===== config.mk =====
export PLATFORM = sky130hd
export DESIGN_NAME = tvtc_div
export DESIGN_NICKNAME = d
export VERILOG_FILES = /design/src/sv/tvtc_pkg.sv /design/src/sv/tvtc_div.sv
export SDC_FILE = /design/constraint.sdc
export NUM_CORES = 2
export LEC_CHECK = 0
export BUFFER_PORTS_ARGS = -buffer_cell sky130_fd_sc_hd__buf_2
export CORE_MARGIN = 8
export CORE_UTILIZATION = 35
export DETAILED_ROUTE_END_ITERATION = 16
export GPL_ROUTABILITY_DRIVEN = 0
export SETUP_SLACK_MARGIN = 0.15
export SLEW_MARGIN = 20
export SYNTH_ARGS = -nofsm -noshare
export SYNTH_HDL_FRONTEND = slang
export SYNTH_SLANG_ARGS = --single-unit
export TNS_END_PERCENT = 50

===== constraint.sdc =====
create_clock -name aclk -period 4.5 [get_ports aclk]
set_input_delay 0 -clock aclk [delete_from_list [all_inputs] [get_ports aclk]]
set_output_delay 0 -clock aclk [all_outputs]
set_load 0.05 [all_outputs]

===== src/sv/tvtc_pkg.sv =====
`default_nettype none
package tvtc_pkg;

    localparam int SEC_W  = 64;
    localparam int USEC_W = 21;
    localparam int CFG_W  = 20;
    localparam int TICK_W = 31;
    localparam int NUM_W  = 64;
    localparam int HALF_W = 22;              // seconds split for the partial products
    localparam int SECA_W = 2 * HALF_W;      // seconds bits that reach the multiplier
    localparam int PP_W   = HALF_W + CFG_W;  // width of one partial product
    localparam int QUO_W  = TICK_W;          // quotient bits out of the divider

    localparam logic [CFG_W-1:0]  USEC_PER_SEC    = 20'd1000000;
    // largest seconds value whose microsecond total still fits a signed 64-bit value
    localparam logic [SECA_W-1:0] SEC_LIMIT       = 44'd9223372036854;
    localparam logic [CFG_W-1:0]  TICK_LEN_RESET  = 20'd1000;
    localparam logic [CFG_W-1:0]  TICK_RATE_RESET = 20'd1000;
    localparam logic [TICK_W-1:0] TICK_MAX        = '1;
    localparam logic [TICK_W-1:0] TICK_ONE        = 31'd1;

    typedef enum logic {
        REG_TICK_LEN  = 1'b0,
        REG_TICK_RATE = 1'b1
    } reg_idx_t;

    // side information that rides with the dividend
    typedef struct packed {
        logic valid;
        logic neg;
        logic sat;
    } tvtc_flags_t;

endpackage
`default_nettype wire


===== src/sv/tvtc_div.sv =====
`default_nettype none
module tvtc_div (
    input  wire                                   aclk,
    input  wire                                   aresetn,
    input  wire                                   en,
    input  wire  [tvtc_pkg::CFG_W-1:0]            tick_len,
    input  wire  tvtc_pkg::tvtc_flags_t           in_flags,
    input  wire  [tvtc_pkg::NUM_W-1:0]            num,
    output logic                                  out_valid,
    output logic [tvtc_pkg::TICK_W-1:0]           out_ticks
);

    localparam int STEPS = tvtc_pkg::QUO_W;

    logic                               vld_reg [STEPS+1];
    logic                               neg_reg [STEPS+1];
    logic                               sat_reg [STEPS+1];
    logic [tvtc_pkg::CFG_W-1:0]         rem_reg [STEPS+1];
    logic [tvtc_pkg::QUO_W-1:0]         low_reg [STEPS+1];
    logic [tvtc_pkg::QUO_W-1:0]         quo_reg [STEPS+1];

    logic                               ovld_reg;
    logic [tvtc_pkg::TICK_W-1:0]        otick_reg;
    logic                               sat_next;
    logic [tvtc_pkg::TICK_W-1:0]        otick_next;

    // quotient would need more than 31 bits: saturate
    assign sat_next = in_flags.sat ||
        (num[tvtc_pkg::NUM_W-1:tvtc_pkg::QUO_W] >=
         {{(tvtc_pkg::NUM_W-tvtc_pkg::QUO_W-tvtc_pkg::CFG_W){1'b0}}, tick_len});

    always_ff @(posedge aclk) begin
        if (!aresetn) begin
            vld_reg[0] <= 1'b0;
        end else if (en) begin
            vld_reg[0] <= in_flags.valid;
        end
        if (en) begin
            neg_reg[0] <= in_flags.neg;
            sat_reg[0] <= sat_next;
            rem_reg[0] <= num[tvtc_pkg::QUO_W +: tvtc_pkg::CFG_W];
            low_reg[0] <= num[tvtc_pkg::QUO_W-1:0];
            quo_reg[0] <= '0;
        end
    end

    // one restoring step per stage, msb first
    for (genvar j = 0; j < STEPS; j++) begin : g_step
        logic [tvtc_pkg::CFG_W:0]   trial;
        logic                       fits;
        logic [tvtc_pkg::CFG_W:0]   diff;

        assign trial = {rem_reg[j], low_reg[j][STEPS-1-j]};
        assign fits  = (trial >= {1'b0, tick_len});
        assign diff  = trial - {1'b0, tick_len};

        always_ff @(posedge aclk) begin
            if (!aresetn) begin
                vld_reg[j+1] <= 1'b0;
            end else if (en) begin
                vld_reg[j+1] <= vld_reg[j];
            end
            if (en) begin
                neg_reg[j+1] <= neg_reg[j];
                sat_reg[j+1] <= sat_reg[j];
                low_reg[j+1] <= low_reg[j];
                rem_reg[j+1] <= fits ? diff[tvtc_pkg::CFG_W-1:0]
                                     : trial[tvtc_pkg::CFG_W-1:0];
                quo_reg[j+1] <= {quo_reg[j][tvtc_pkg::QUO_W-2:0], fits};
            end
        end
    end

    always_comb begin
        if (neg_reg[STEPS]) begin
            otick_next = tvtc_pkg::TICK_ONE;
        end else if (sat_reg[STEPS] || (quo_reg[STEPS] == tvtc_pkg::TICK_MAX)) begin
            otick_next = tvtc_pkg::TICK_MAX;
        end else begin
            otick_next = quo_reg[STEPS] + tvtc_pkg::TICK_ONE;
        end
    end

    always_ff @(posedge aclk) begin
        if (!aresetn) begin
            ovld_reg <= 1'b0;
        end else if (en) begin
            ovld_reg <= vld_reg[STEPS];
        end
        if (en) begin
            otick_reg <= otick_next;
        end
    end

    assign out_valid = ovld_reg;
    assign out_ticks = otick_reg;

`ifndef NO_ASSERTIONS
    // partial remainder must stay below the divisor
    a_rem_bound: assert property (@(posedge aclk) disable iff (!aresetn)
        (vld_reg[STEPS] && !sat_reg[STEPS]) |-> (rem_reg[STEPS] < tick_len))
        else $error("divider remainder out of range");

    // a negative interval always yields one tick
    a_neg_one: assert property (@(posedge aclk) disable iff (!aresetn)
        (en && vld_reg[STEPS] && neg_reg[STEPS]) |=> (otick_reg == tvtc_pkg::TICK_ONE))
        else $error("negative interval not mapped to one tick");
`endif

endmodule
`default_nettype wire


==> impl.org <==
** Place
- Buffers placed on the I/O ports in this run total 121.
- In this run the cell area measured after placement is 0.09500 mm².
- Summed over all nets, the half-perimeter wirelength after detailed placement is 139.8 mm.

** Synth
- Of the total synthesized cell area, the portion taken by XOR and XNOR cells is 0.04654.
- Counting flops and latches in the post-synthesis netlist gives 1,740.
- Adder and majority gate portion of the synthesized area :: 0.09664
- Of the total synthesized cell area, the portion taken by AND, OR, NAND and NOR gates is 0.08516.
- Post-synth top area share :: 0.5850
- Yosys instantiated no cell more often than sky130_fd_sc_hd__edfxtp_1.
- The portion of synthesized area spent on multiplexers is 0.04982.
- Number of cells produced by synthesis :: 6,881
- Synthesis warning total :: 0
- Syn Area/Cell :: 12.96 µm²
- Nets in the synthesized netlist :: 7,642
- Number of distinct library cell variants in the gate-level netlist after synthesis :: 91
- Area fraction in compound gates after synthesis :: 0.1198
- Of the synthesized area, sequential elements account for 0.5855.
- In this run, synthesis inferred 1,738 flip-flops with an integrated enable.
- Most frequently used flop master after synthesis :: sky130_fd_sc_hd__edfxtp_1
- In the synthesized netlist the async set-or-reset flop fraction comes to 0.
- Ranking of synthesized cells by area :: sky130_fd_sc_hd__edfxtp_1, sky130_fd_sc_hd__ha_1, sky130_fd_sc_hd__mux2_2
- By area, the combinational part of the netlist is dominated by compound AO/OA/AOI/OAI gates.
- Summed over all instances, the cell type with the most area after synthesis is sky130_fd_sc_hd__edfxtp_1.
- Most common library cells after synthesis :: sky130_fd_sc_hd__edfxtp_1, sky130_fd_sc_hd__ha_1, sky130_fd_sc_hd__a21oi_1
- After synthesis the cells add up to 0.08921 mm².

** Floorplanning
- Initial core utilization :: 0.3516
- For this design the top-level I/O count stands at 122.
- Core area :: 0.2537 mm²
- Chip Width :: 520.9 µm
- The floorplan has 185 rows.
- Overall die area :: 0.2713 mm²
- Die height :: 520.9 µm

** Critical path
- In this run the worst setup path terminates at rem_reg[17][14]$_DFFE_PP_.
- Startpoint kind of the worst setup timing path :: flop
- Traced cell by cell, the critical path runs through ha_1 -> nor2b_1 -> o31a_1 -> o31ai_1 -> o2bb2ai_1 -> o311ai_1 -> a21oi_1 -> a21oi_1 -> o32ai_2 -> buf_4 -> mux2_2.
- The startpoint identified for the worst register-to-register timing path is rem_reg[16][0]$_DFFE_PP_.
- Counting cells, the worst reg-to-reg path comes to 11.
- Among the stages of the critical path, the cell type that occurs most often is sky130_fd_sc_hd__a21oi_1.
- The slowest stage of the critical path belongs to the cell sky130_fd_sc_hd__edfxtp_1.
- FF-to-FF setup slack :: 850 ps
- Data arrives at the worst endpoint at 4220 ps.
- STA classifies the critical path endpoint as a flop.
- CP startpoint :: rem_reg[16][0]$_DFFE_PP_
- In this run the critical register-to-register path is captured at rem_reg[17][14]$_DFFE_PP_.
- Worst Path Required :: 5070 ps
- In this run the worst path has a maximum fanout of 17.
- The critical path in this run is classified as flop to flop.
- In this design, the stage delay of the slowest critical-path cell is 450 ps.

** Layout
- The finished cells cover 0.1025 mm².
- Flip-flop count of the largest register, all copies and words added :: 620
- The area growth from synthesis to layout is 14.86%.
- Layout cells sized above 1 :: 0.1358
- Number of antenna repair diodes :: 0
- After the last flow step, the layout net total stands at 8,079.

** Timing
- Final Critical Period :: 3654 ps
- Adding up every negative setup slack in the final design gives 0 ps.
- Measured against its own limit, the worst slew margin works out to 0.2921.
- Count of final max-slew check failures :: 0
- Across the routed clock network, the largest skew measured is 66.68 ps.
- Number of hold violations in the final report :: 0
- Setup-violating endpoint count in the final report :: 0
- Fmax :: 273.7 MHz
- RSZ-0062 raised after global routing :: false
- Portion of the clock cycle consumed by the worst path in the final layout :: 0.8119
- For the pin with the worst max-slew slack, the measured transition is 1062 ps.

** Global route
- The via count of the first global-routing pass is 56,270.
- The number of antenna violations at the first check in global routing came to 7.
- For this run the aggregate overflow at the end of global routing stands at 0.
- Wire length of the first global-routing pass :: 313.9 mm
- Overall fraction of global-route tracks in use :: 0.1437
- Pin count of the biggest net entering global routing :: 162

** Pwr
- Power per cell area :: 705.2 mW/mm²
- Worst vdd ir :: 0.3833 mV
- Leakage power total :: 39.02 nW

** Clock tree
- Clock-pin transition on the worst setup and hold timing paths :: 60 ps
- H-Tree Depth :: 4
- The tree is rooted in a sky130_fd_sc_hd__clkbuf_16.
- Clock buffer depth :: 3
- Number of buffers inserted during clock tree synthesis :: 186
- The tree built by TritonCTS fans out to 1,740 sinks.
- The clock reaches the later pin of the worst-skew pair after 830 ps.
- Clock tree from TritonCTS :: yes

** Detailed routing
- The first detailed-routing pass took 6 iterations.
- In the routed design, unresolved DRC markers number 0.
- Detail Route Antenna Nets :: 0
- In the final routed layout, each cell accounts on average for 18.62 µm.
- Total wire length after detailed routing :: 201.9 mm
- In the routed layout, each cell is associated on average with a via count of 5.227.
- Number of vias after detailed routing :: 56,670
- After the first detailed-routing iteration, the DRC count stood at 4,179.

** Job
- Maximum Capacitance Violations :: 0

** Worst hold path
- The min-delay analysis places its worst path in the category input pin to flop.

** Outcome
- Result of the run :: complete, no violations
==> layout by cell type, fill, tap and decap left out, types with 220 or more instances in the layout <==
cell / instances
sky130_fd_sc_hd__mux2_2: 323
sky130_fd_sc_hd__edfxtp_1: 1738
sky130_fd_sc_hd__o21ai_0: 298
sky130_fd_sc_hd__a21oi_1: 529
sky130_fd_sc_hd__nor2_1: 448
sky130_fd_sc_hd__a21o_1: 247
sky130_fd_sc_hd__nand2_1: 361
sky130_fd_sc_hd__xnor2_1: 283
sky130_fd_sc_hd__inv_1: 220
sky130_fd_sc_hd__ha_1: 641
==> how the worst min path moves through the flow <==
stage	slack, ps	cells after the start	start	to
4_1_cts	70	6	tick_len[17]	rem_reg[20][18]$_DFFE_PP_
6_report	110	4	tick_len[1]	rem_reg[1][1]$_DFFE_PP_
2_1_floorplan	100	0	num[0]	low_reg[0][0]$_DFFE_PP_
3_5_place_dp	180	1	num[19]	low_reg[0][19]$_DFFE_PP_
3_3_place_gp	180	1	num[23]	low_reg[0][23]$_DFFE_PP_
5_1_grt	100	6	tick_len[17]	rem_reg[20][18]$_DFFE_PP_
==> per-layer routing <==
metal  share of wire  global-route usage
met1            0.44              0.1853
met4           0.037             0.05066
met5               0                   0
met2            0.48              0.2450
met3           0.048             0.02362
==> worst max-delay path: cells and delay by family (launching register included) <==
family          cells  cell delay, ps
compound gates      7            1710
flops               1             450
mux                 1             380
buf+inv             1             350
fa+ha+maj           1             320
simple gates        1             170
==> stage by stage <==
| stage | instances | setup slack, ps | utilization | hold slack (ps) | total power, mW |
|---|---|---|---|---|---|
| floorplan | 6881 | 1241 | - | 98.87 | 48.83 |
| global placement | 10380 | 343.3 | 0.3745 | 176.0 | 55.65 |
| detailed placement | 10380 | 347.2 | 0.3745 | 178.1 | 56.38 |
| CTS | 10840 | 804.8 | 0.4038 | 69.40 | 72.70 |
| global route | 10840 | 482.8 | 0.4039 | 102.8 | 76.97 |
| finish | 10840 | 846.5 | 0.4039 | 105.2 | 72.26 |
==> power by group <==
group          total, mW  switching, mW  leakage [nW]  internal [mW]
Sequential          26.0           2.43          17.0           23.6
Clock               15.8           6.57          3.08           9.20
Combinational       30.5           16.2          18.9           14.2
Total               72.3           25.2          39.0           47.0
==> cell families (layout without fill, tap and decap cells) <==
group,after synthesis,count (layout)
AO/OA/AOI/OAI,1664,1664
adder cells (fa/ha/maj),671,671
buffers and inverters,367,962
flip-flops,1740,1740
XOR/XNOR,474,474
multiplexers,395,395
AND/OR/NAND/NOR,1570,1570
==> cell type report <==
cell class	count	area, µm²
Fill cell	23620	151200
Clock buffer	217	4792
Inverter	239	899.6
Timing Repair Buffer	377	3161
Multi-Input combinational cell	4774	35640
Clock inverter	129	1535
Tap cell	3366	4212
Sequential cell	1740	52230
==> what timing repair did <==
item | 4_1_cts | 5_1_grt
hold endpoints to repair | 294 | 0
gates resized for setup | 0 | 0
hold buffers | 112 | 0
buffers inserted | 0 | 0
Note: power is estimated with default switching activity, not from simulation.
